### config.mk
export PLATFORM = sky130hd
export DESIGN_NAME = sorted_list_insert_delete_unit
export DESIGN_NICKNAME = d
export VERILOG_FILES = /design/src/slid_pkg.sv /design/src/sorted_list_insert_delete_unit.sv
export SDC_FILE = /design/constraint.sdc
export NUM_CORES = 1
export LEC_CHECK = 0
export ABC_AREA = 1
export BUFFER_PORTS_ARGS = -buffer_cell sky130_fd_sc_hd__buf_4
export CAP_MARGIN = 20
export CORE_ASPECT_RATIO = 1.1
export CORE_MARGIN = 4
export CORE_UTILIZATION = 62
export CTS_CLUSTER_DIAMETER = 50
export CTS_CLUSTER_SIZE = 30
export DETAILED_ROUTE_END_ITERATION = 16
export PLACE_DENSITY = 0.86
export SETUP_SLACK_MARGIN = 0.15
export SLEW_MARGIN = 0
export SYNTH_ARGS = -nofsm -noshare
export SYNTH_HDL_FRONTEND = slang
export SYNTH_SLANG_ARGS = --single-unit
### constraint.sdc
create_clock -name clk -period 3.2 [get_ports clk]
set_input_delay 0.16 -clock clk [delete_from_list [all_inputs] [get_ports clk]]
set_output_delay 0.16 -clock clk [all_outputs]
set_load 0.01 [all_outputs]
### src/slid_pkg.sv
package slid_pkg;

  localparam int CAPACITY = 16;
  localparam int ADDR_W   = (CAPACITY > 1) ? $clog2(CAPACITY) : 1;
  localparam int CNT_W    = $clog2(CAPACITY + 1);

  typedef enum logic [2:0] {
    ST_IDLE,
    ST_INS,
    ST_INS_HEAD,
    ST_DEL,
    ST_DONE
  } state_t;

  typedef enum logic [2:0] {
    RES_INSERTED  = 3'd0,
    RES_DELETED   = 3'd1,
    RES_NOT_FOUND = 3'd2,
    RES_FULL      = 3'd3,
    RES_EMPTY     = 3'd4
  } status_t;

  typedef enum logic {
    REQ_INSERT = 1'b0,
    REQ_DELETE = 1'b1
  } req_t;

endpackage

### src/sorted_list_insert_delete_unit.sv
// Sorted multiset of up to CAPACITY signed 8-bit values held in one entry memory with a
// registered read port. A request on in_ (tuser = insert/delete, tdata = value) returns
// one result on out_ (tuser = status, tdata = entry count after the request).
// The memory port is the limit: an insert shifts the entries not smaller than the value up
// by one, reading one entry per cycle from the top; a delete reads every stored entry once,
// moving those behind the match down. An insert into a full store, an insert into an empty
// store and a delete from an empty store go straight from the idle state to the done state.
// Requests are handled one at a time; a new request is taken in the idle state even while
// the last result still waits on out_.
module sorted_list_insert_delete_unit
  import slid_pkg::*;
(
  input  logic              clk,
  input  logic              rst_n,
  input  logic              in_tvalid,
  output logic              in_tready,
  input  logic signed [7:0] in_tdata,   // [7:0] value
  input  logic              in_tuser,   // [0] req_type
  output logic              out_tvalid,
  input  logic              out_tready,
  output logic [7:0]        out_tdata,  // [4:0] entry_count, [7:5] zero
  output logic [2:0]        out_tuser   // [2:0] status
);

  state_t state_r, state_nxt;

  logic signed [7:0] mem [CAPACITY];
  logic signed [7:0] rdata_r;
  logic              we;
  logic [ADDR_W-1:0] wa;
  logic signed [7:0] wd;
  logic [ADDR_W-1:0] ra;

  logic [CNT_W-1:0]  cnt_r, cnt_nxt;
  logic [ADDR_W-1:0] pos_r, pos_nxt;
  logic [ADDR_W-1:0] idx_r, idx_nxt;
  logic              found_r, found_nxt;
  logic signed [7:0] v_r, v_nxt;
  status_t           res_r, res_nxt;
  logic              out_valid_r, out_valid_nxt;
  logic [2:0]        out_status_r, out_status_nxt;
  logic [4:0]        out_cnt_r, out_cnt_nxt;

  logic in_acc;
  logic out_free;
  logic is_full;
  logic is_empty;
  logic ins_shift;
  logic del_hit;
  logic del_last;

  assign in_tready  = (state_r == ST_IDLE);
  assign in_acc     = in_tvalid && in_tready;
  assign out_free   = !out_valid_r || out_tready;
  assign is_full    = (cnt_r >= CNT_W'(CAPACITY));
  assign is_empty   = (cnt_r == '0);
  assign ins_shift  = (rdata_r >= v_r);
  assign del_hit    = (rdata_r == v_r);
  assign del_last   = (idx_r == ADDR_W'(cnt_r - 1'b1));

  assign out_tvalid = out_valid_r;
  assign out_tdata  = {3'b000, out_cnt_r};
  assign out_tuser  = out_status_r;

  // entry memory
  always_ff @(posedge clk) begin
    if (we) begin
      mem[wa] <= wd;
    end
    rdata_r <= mem[ra];
  end

  // next state
  always_comb begin
    state_nxt = state_r;
    case (state_r)
      ST_IDLE: begin
        if (in_acc) begin
          if (req_t'(in_tuser) == REQ_INSERT) begin
            state_nxt = (is_full || is_empty) ? ST_DONE : ST_INS;
          end else begin
            state_nxt = is_empty ? ST_DONE : ST_DEL;
          end
        end
      end
      ST_INS: begin
        if (!ins_shift) begin
          state_nxt = ST_DONE;
        end else if (pos_r == ADDR_W'(1)) begin
          state_nxt = ST_INS_HEAD;
        end
      end
      ST_INS_HEAD: state_nxt = ST_DONE;
      ST_DEL: begin
        if (del_last) begin
          state_nxt = ST_DONE;
        end
      end
      ST_DONE: begin
        if (out_free) begin
          state_nxt = ST_IDLE;
        end
      end
      default: state_nxt = ST_IDLE;
    endcase
  end

  // datapath and memory control
  always_comb begin
    we             = 1'b0;
    wa             = '0;
    wd             = v_r;
    ra             = '0;
    cnt_nxt        = cnt_r;
    pos_nxt        = pos_r;
    idx_nxt        = idx_r;
    found_nxt      = found_r;
    v_nxt          = v_r;
    res_nxt        = res_r;
    out_valid_nxt  = out_valid_r && !out_tready;
    out_status_nxt = out_status_r;
    out_cnt_nxt    = out_cnt_r;
    case (state_r)
      ST_IDLE: begin
        if (in_acc) begin
          v_nxt = in_tdata;
          if (req_t'(in_tuser) == REQ_INSERT) begin
            if (is_full) begin
              res_nxt = RES_FULL;
            end else if (is_empty) begin
              we      = 1'b1;
              wa      = '0;
              wd      = in_tdata;
              cnt_nxt = cnt_r + 1'b1;
              res_nxt = RES_INSERTED;
            end else begin
              // start at the top entry and shift upward
              ra      = ADDR_W'(cnt_r - 1'b1);
              pos_nxt = ADDR_W'(cnt_r);
            end
          end else begin
            if (is_empty) begin
              res_nxt = RES_EMPTY;
            end else begin
              ra        = '0;
              idx_nxt   = '0;
              found_nxt = 1'b0;
            end
          end
        end
      end
      ST_INS: begin
        we = 1'b1;
        wa = pos_r;
        if (ins_shift) begin
          wd      = rdata_r;
          pos_nxt = pos_r - 1'b1;
          ra      = pos_r - ADDR_W'(2);
        end else begin
          wd      = v_r;
          cnt_nxt = cnt_r + 1'b1;
          res_nxt = RES_INSERTED;
        end
      end
      ST_INS_HEAD: begin
        we      = 1'b1;
        wa      = '0;
        wd      = v_r;
        cnt_nxt = cnt_r + 1'b1;
        res_nxt = RES_INSERTED;
      end
      ST_DEL: begin
        if (found_r) begin
          // close the gap left by the removed entry
          we = 1'b1;
          wa = idx_r - 1'b1;
          wd = rdata_r;
        end else if (del_hit) begin
          found_nxt = 1'b1;
        end
        if (del_last) begin
          if (found_nxt) begin
            cnt_nxt = cnt_r - 1'b1;
            res_nxt = RES_DELETED;
          end else begin
            res_nxt = RES_NOT_FOUND;
          end
        end else begin
          idx_nxt = idx_r + 1'b1;
          ra      = idx_r + 1'b1;
        end
      end
      ST_DONE: begin
        if (out_free) begin
          out_valid_nxt  = 1'b1;
          out_status_nxt = res_r;
          out_cnt_nxt    = 5'(cnt_r);
        end
      end
      default: ;
    endcase
  end

  always_ff @(posedge clk) begin
    if (!rst_n) begin
      state_r     <= ST_IDLE;
      cnt_r       <= '0;
      found_r     <= 1'b0;
      out_valid_r <= 1'b0;
    end else begin
      state_r     <= state_nxt;
      cnt_r       <= cnt_nxt;
      found_r     <= found_nxt;
      out_valid_r <= out_valid_nxt;
    end
  end

  always_ff @(posedge clk) begin
    pos_r        <= pos_nxt;
    idx_r        <= idx_nxt;
    v_r          <= v_nxt;
    res_r        <= res_nxt;
    out_status_r <= out_status_nxt;
    out_cnt_r    <= out_cnt_nxt;
  end

  a_cnt_bound: assert property (@(posedge clk) disable iff (!rst_n)
    cnt_r <= CNT_W'(CAPACITY))
    else $error("entry count above capacity");

  a_cnt_step: assert property (@(posedge clk) disable iff (!rst_n)
    ($past(rst_n) && (cnt_r != $past(cnt_r))) |->
      ((cnt_r == $past(cnt_r) + 1'b1) || (cnt_r == $past(cnt_r) - 1'b1)))
    else $error("entry count moved by more than one");

  a_no_write_done: assert property (@(posedge clk) disable iff (!rst_n)
    (state_r == ST_DONE) |-> !we)
    else $error("memory written while result pending");

  a_out_from_done: assert property (@(posedge clk) disable iff (!rst_n)
    ($past(rst_n) && $rose(out_valid_r)) |-> $past(state_r == ST_DONE))
    else $error("result raised outside done state");

  a_ins_head: assert property (@(posedge clk) disable iff (!rst_n)
    (state_r == ST_INS_HEAD) |=> (state_r == ST_DONE))
    else $error("head write did not finish the insert");

endmodule

==> metrics.md, run 1 <==
| Metric | Value |
|---|---|
| RSZ-0062 raised after global routing | `no` |
| Finished Layout Cells | `1,035` |
| Final Hold Violating Endpoints | `0` |
| Vias in the first global route | `5,934` |
| Synthesized area | `0.00831 sq mm` |
| Required time of the critical path | `3530 ps` |
| Crit path time final | `2840 ps` |
| Drt drc | `0` |
| Largest area contributor in the netlist | `edfxtp_1` |
| Via-to-Cell Ratio | `6.21` |
| Crit share post-route | `88.7%` |
| Netlist cell types | `39` |
| Place WS | `389 ps` |
| FF/Latch Area | `0.00501 sq mm` |
| Maximum vdd drop | `0.678 mV` |
| Initial antenna violation count | `0` |
| Setup_tns | `0 ps` |
| Total CTS buffers | `17` |
| Reg clk slew, reported paths | `70 ps` |
| Worst setup margin | `363 ps` |
| Fmax | `0.352 GHz` |
| # nets final | `891` |
| Post-synth top area share | `56.0%` |
| Final wirelength | `20,700 microns` |
| Placed insts | `991` |
| Syn Inst Count | `813` |
| 1st-iter DRT viols | `1,116` |
| Layout area overhead | `13.0%` |
| Average wire per standard cell | `20.0 microns` |
| Footprint of the multi-input gates | `0.00281 sq mm` |
| # clock sinks | `173` |
| I/O Buffers | `22` |
| Hpwl dp | `12,800 microns` |
| Sequential fraction of the synthesis area | `60.4%` |
| Worst-path maximum fanout | `18` |
| Worst Hold Class | `in2reg` |
| Die Width | `118 microns` |
| Max capacitance violation total | `0` |
| Total power | `0.00976 W` |
| Die extent in y | `129 microns` |
| First-pass GRT wire length | `32,000 microns` |
| Outcome | `complete, no violations` |
| Gpl congestion | `0.920` |
| Pwr dens | `1040 mW/mm^2` |
| Placement Rows | `44` |
| Full die area | `0.0153 sq mm` |
| Root Buffer | `clkbuf_16` |
| Gr ovfl total | `0` |
| Least-Margin Pin Slew | `1100 ps` |
| Crit path kind | `reg2reg` |
| Antenna diodes | `0` |
| Arrival @ worst endpoint | `3170 ps` |
| Vias | `6,429` |
| Final count of negative-setup-slack endpoints | `0` |
| GRT Util Overall | `27.6%` |
| Slew margin rel. | `26.6%` |
| Slew Viols, Final | `0` |
| Antenna viol nets, final | `0` |
| Initial core utilization | `63.2%` |
| Worst Skew | `11.0 ps` |
| # fillers | `834` |
| CP endpoint kind | `flip-flop` |
| Synth Register Bits | `173` |
| Core Area | `0.0132 sq mm` |
| Top post-synthesis cells by area | `edfxtp_1, nand3_1, nand2_1` |
| I/O pin count | `26` |
| CTS tree | `done` |
| Lkg Pwr | `3.73 nW` |
| Syn Area/Cell | `10.2 sq um` |
| Clock latency at the later pin of the worst-skew pair | `430 ps` |
| Largest net degree at the start of global routing | `65` |
| CP Launch Type | `flip-flop` |
| First drt pass iteration count | `6` |
| Share of layout cells above drive strength 1 | `15.6%` |
| # H-tree levels | `4` |
| Synthesis Warnings | `0` |
| Max Buffers Root-to-Sink | `2` |
Yosys cell counts:
| cell | instances |
|---|---|
| nand2_1 | 168 |
| nand3_1 | 165 |
| edfxtp_1 | 155 |
| inv_1 | 54 |
| nor2_1 | 53 |
| a21oi_1 | 28 |
| o21ai_0 | 28 |
| buf_2 | 19 |
| dfxtp_1 | 18 |
| ha_1 | 17 |
| nand3_2 | 14 |
| nand2_2 | 12 |
| o211ai_1 | 12 |
| inv_2 | 11 |
| buf_6 | 7 |
| xor2_1 | 6 |
| clkbuf_1 | 5 |
| nor3_1 | 5 |
| buf_4 | 4 |
| nor2_4 | 4 |
| nor2_2 | 3 |
| o2111ai_1 | 3 |
| o22ai_1 | 3 |
| nand2_4 | 2 |
| nand4_1 | 2 |
| xnor2_1 | 2 |
| a211oi_1 | 1 |
| a21o_1 | 1 |
| a21oi_2 | 1 |
| a21oi_4 | 1 |
| a31oi_1 | 1 |
| buf_12 | 1 |
| buf_8 | 1 |
| conb_1 | 1 |
| nand3b_1 | 1 |
| nand4_2 | 1 |
| nor4_1 | 1 |
| o21ai_4 | 1 |
| o31ai_1 | 1 |
worst paths after layout:
check	from	end	slack, ps	depth (start not counted)
worst min-delay path	rst_n	cnt_r[4]	20	3
worst min register to register	res_r[1]	out_tuser[1]	430	0
worst max register to register	cnt_r[0]	rdata_r[1]	360	16
worst max-delay path	cnt_r[0]	rdata_r[1]	360	16
layer usage:
| layer | up-vias | global-route usage [%] | part of all wire (%) |
|---|---|---|---|
| met2 | 440 | 46.9 | 50 |
| met4 | 0 | 11.2 | 4.2 |
| met5 | - | 0 | 0 |
| met3 | 84 | 5.98 | 9.8 |
| met1 | 2982 | 34.9 | 36 |
| li1 | 2923 | - | - |
repair_timing:
item | in CTS | in global routing
hold buffers | 8 | 0
endpoints found under the setup margin | 0 | 56
endpoints found under the hold margin | 8 | 0
buffers inserted | 0 | 3
resized for setup | 0 | 2
placed cells by master (no fill, tap or decap), types with 2 or more instances in the layout:
cell type      count
nand2_1          168
nand3_1          164
edfxtp_1         155
inv_1             54
nor2_1            53
buf_4             53
a21oi_1           28
o21ai_0           28
dfxtp_1           18
ha_1              17
clkbuf_16         17
nand3_2           15
nand2_2           12
o211ai_1          12
inv_2             11
dlygate4sd3_1      8
xor2_1             6
nor3_1             5
nor2_4             4
clkinvlp_4         4
clkbuf_8           4
nor2_2             3
o2111ai_1          3
o22ai_1            3
conb_1             3
clkbuf_1           3
buf_12             3
nand4_1            2
xnor2_1            2
registers in the layout, indices dropped and copies added (netlist names):
signal      cells
out_cnt_r       5
v_r             8
mem           128
cnt_r           5
idx_r           4
pos_r           4
res_r           3
out_tuser       3
rdata_r         8
out_tvalid      1
found_r         1
state_r         3
report_power, final:
part           internal, W  switching (W)  total, W
clock              0.00116       0.000826   0.00198
combinational      0.00119        0.00286   0.00406
sequential         0.00349       0.000239   0.00372
cell families (layout without fill, tap and decap cells):
group	count (synthesis)	in the layout	share of synthesized area, %
buffers and inverters	102	161	6.04
other	1	3	0.0451
adder cells (fa/ha/maj)	17	17	2.56
AND/OR/NAND/NOR	431	431	24.3
flip-flops	173	173	60.4
XOR/XNOR	8	8	0.843
AO/OA/AOI/OAI	81	81	5.84
critical path, cell delays in order, from the launching register on:
cell     delay, ps
dfxtp_1        470
inv_2          150
ha_1           350
inv_1           90
nand2_1         70
nand4_2        100
nor2_4         140
nand2_4         90
a21oi_1        180
nand2_1        110
inv_2          320
buf_4          260
nand3_1        110
nand3_1        100
nand2_1         80
nand2_1         60
nand2_1         40
per-stage QoR:
| step | cell area (sq um) | utilization (%) | hold slack, ps |
|---|---|---|---|
| after detailed placement | 8690 | 66.0 | 349 |
| after floorplan | 8320 | - | 259 |
| after CTS | 9340 | 71.0 | 4.73 |
| after global placement | 8690 | 66.0 | 350 |
| final | 9390 | 71.3 | 16.5 |
| after global routing | 9390 | 71.3 | 8.02 |
cell type report:
| class | instances | share of cell area (%) |
|---|---|---|
| tap | 161 | 2.15 |
| multi-input combinational | 540 | 30.0 |
| timing repair buffer | 64 | 5.73 |
| sequential | 173 | 53.4 |
| clock inverter | 8 | 0.880 |
| inverter | 65 | 2.60 |
| clock buffer | 24 | 5.24 |
Power figures use the tool's default switching activity.
==> run 2, diff against run 1 <==
--- a/config.mk
+++ b/config.mk
@@ -6,14 +6,14 @@
 export NUM_CORES = 1
 export LEC_CHECK = 0
 export ABC_AREA = 1
-export BUFFER_PORTS_ARGS = -buffer_cell sky130_fd_sc_hd__buf_4
 export CAP_MARGIN = 20
 export CORE_ASPECT_RATIO = 1.1
 export CORE_MARGIN = 4
-export CORE_UTILIZATION = 62
+export CORE_UTILIZATION = 64
 export CTS_CLUSTER_DIAMETER = 50
 export CTS_CLUSTER_SIZE = 30
 export DETAILED_ROUTE_END_ITERATION = 16
+export DONT_BUFFER_PORTS = 1
 export PLACE_DENSITY = 0.86
 export SETUP_SLACK_MARGIN = 0.15
 export SLEW_MARGIN = 0
==> constraint.sdc (replaced) <==
create_clock -name clk -period 2.85 [get_ports clk]
set_input_delay 0.1425 -clock clk [delete_from_list [all_inputs] [get_ports clk]]
set_output_delay 0.1425 -clock clk [all_outputs]
set_load 0.01 [all_outputs]
==> metrics.md, run 2 (synthesis results as in run 1) <==
| Metric | Value |
|---|---|
| Outcome | `complete, no violations` |
| # clock sinks | `173` |
| Origin of the worst setup path | `v_r[6]` |
| Finished Layout Cells | `1,024` |
| Core Area | `0.0126 sq mm` |
| Antenna viol nets, final | `0` |
| P_int | `0.00671 W` |
| Die Width | `117 microns` |
| Vias in the first global route | `6,112` |
| Max capacitance violation total | `0` |
| CP Launch Type | `flip-flop` |
| # fillers | `766` |
| Commonest non-fill, non-tap cells in the layout | `nand2_1, nand3_1, edfxtp_1` |
| Crit share post-route | `94.8%` |
| Layout area overhead | `13.9%` |
| I/O pin count | `26` |
| Slowest-stage cell, CP | `edfxtp_1` |
| Clock latency at the later pin of the worst-skew pair | `430 ps` |
| First drt pass iteration count | `8` |
| Hold path depth | `4` |
| Commonest non-fill, non-tap cell in the layout | `nand2_1` |
| Drt drc | `0` |
| Required time of the critical path | `3030 ps` |
| Worst path max stage delay | `370 ps` |
| Share of power burned in registers | `36.4%` |
| I/O Buffers | `0` |
| Total power | `0.0115 W` |
| Average wire per standard cell | `20.2 microns` |
| Total CTS buffers | `17` |
| Final count of negative-setup-slack endpoints | `0` |
| Gr ovfl total | `0` |
| Placed Area | `0.00855 sq mm` |
| Largest reg by FF count | `mem` |
| Initial core utilization | `65.7%` |
| 1st-iter DRT viols | `907` |
| Largest net degree at the start of global routing | `65` |
| CTS tree | `done` |
| Fmax | `0.370 GHz` |
| Gpl congestion | `0.962` |
| Sw Share | `41.7%` |
| Hold Path Sink | `state_r[0]` |
| Full die area | `0.0149 sq mm` |
| First-pass GRT wire length | `31,900 microns` |
| Lkg Pwr | `3.72 nW` |
| Maximum vdd drop | `0.850 mV` |
| Placement Rows | `43` |
| Reg clk slew, reported paths | `70 ps` |
| # H-tree levels | `4` |
| Least-Margin Pin Slew | `806 ps` |
| Initial antenna violation count | `0` |
| Worst Skew | `5.51 ps` |
| R2r setup slk | `150 ps` |
| Die extent in y | `128 microns` |
| Worst r2r src | `v_r[6]` |
| Vias | `6,446` |
| Crit path kind | `reg2reg` |
| Final instance area | `0.00947 sq mm` |
| Worst-case reg-to-reg path depth | `15` |
| Crit Reg-Reg Endpoint | `mem[11][6]` |
| Largest register FFs | `128` |
| Pwr dens | `1210 mW/mm^2` |
| Place WS | `43.0 ps` |
| Final wirelength | `20,700 microns` |
| Crit path time final | `2700 ps` |
| Slew margin rel. | `46.1%` |
| Worst setup margin | `147 ps` |
| Share of layout cells above drive strength 1 | `16.1%` |
| Final Hold Violating Endpoints | `0` |
| Hpwl dp | `13,000 microns` |
| Worst-path maximum fanout | `16` |
| Placed insts | `971` |
| Max Buffers Root-to-Sink | `2` |
| CP endpoint kind | `flip-flop` |
| Slew Viols, Final | `0` |
| Via-to-Cell Ratio | `6.29` |
| Arrival @ worst endpoint | `2880 ps` |
| Top cell by count, worst path | `nand2_1` |
| Root Buffer | `clkbuf_16` |
| GRT Util Overall | `28.1%` |
| RSZ-0062 raised after global routing | `no` |
| Biggest regs | `mem: 128 flops, rdata_r: 8 flops, v_r: 8 flops` |
| Switch Pwr | `0.00479 W` |
| Antenna diodes | `0` |
| CP Cell Sequence | `inv_1, ha_1, nand2_1, nor2_1, nor2_1, nand2_1, nand2_1, nand3_4, nand2_4, inv_4, nand2_1, o2111ai_1, nor2_1, clkinvlp_4, buf_12` |
| Setup_tns | `0 ps` |
| Clock power frac | `19.9%` |
| # nets final | `884` |
| Hold wc startpoint | `in_tuser` |
| Worst Hold Class | `in2reg` |
| Comb power frac | `43.7%` |
run 2: cell count changes in the layout (fill, tap and decap cells not counted), sizes merged:
| cell | before | now |
|---|---|---|
| dlygate4sd3 | 8 | 11 |
| clkbuf | 24 | 18 |
| clkinv | 2 | 6 |
| buf | 56 | 44 |
| inv | 66 | 69 |
| nand2 | 182 | 183 |
run 2: worst max-delay path, delay by kind of cell, from the launching register on:
family	cells	cell delay (ps)
buffers and inverters	4	630
flip-flops	1	370
adder cells (fa/ha/maj)	1	270
AO/OA/AOI/OAI	1	130
AND/OR/NAND/NOR	9	1030
run 2: worst max path at each step:
| stage | endpoint | slack [ps] | depth (start not counted) |
|---|---|---|---|
| 2_1_floorplan | mem[0][1] | 580 | 13 |
| 6_report | mem[11][6] | 150 | 15 |
| 4_1_cts | rdata_r[4] | 170 | 16 |
| 3_5_place_dp | rdata_r[4] | 40 | 16 |
| 3_3_place_gp | rdata_r[4] | 120 | 16 |
| 5_1_grt | mem[11][6] | 5 | 15 |
run 2: repair_timing:
item,CTS,global route
pin swaps,0,4
endpoints found under the hold margin,18,0
gates cloned,0,2
hold buffers,11,0
buffers inserted,0,7
resized for setup,4,23
endpoints found under the setup margin,7,120
run 2: layout make-up:
class,count,area [sq um],area share [%]
Clock buffer,17,425,4.49
Clock inverter,15,156,1.65
Inverter,65,258,2.72
Multi-Input combinational cell,541,2880,30.4
Sequential cell,173,5020,53.0
Tap cell,157,196,2.07
Timing Repair Buffer,56,532,5.62
run 2: through the flow:
step / utilization (%) / hold WS [ps]
2_1_floorplan: - / 241
3_3_place_gp: 67.6 / 241
3_5_place_dp: 67.6 / 241
4_1_cts: 73.2 / 60.1
5_1_grt: 74.9 / 126
6_report: 74.9 / 83.8
run 2: power groups by stage:
stage / clock (W) / combinational, W / sequential [W]
after floorplan: 0 / 0.00309 / 0.00413
after global placement: 0 / 0.00432 / 0.00419
after detailed placement: 0 / 0.00446 / 0.00421
after CTS: 0.00230 / 0.00451 / 0.00417
after global routing: 0.00240 / 0.00549 / 0.00422
final: 0.00229 / 0.00503 / 0.00418
run 2: layer usage:
metal | share of wire, % | vias up | GRT usage [%]
met5 | 0 | - | 0
met4 | 3.6 | 0 | 12.3
met3 | 8.3 | 74 | 5.97
met2 | 49 | 405 | 45.1
met1 | 39 | 3063 | 37.2
li1 | - | 2904 | -
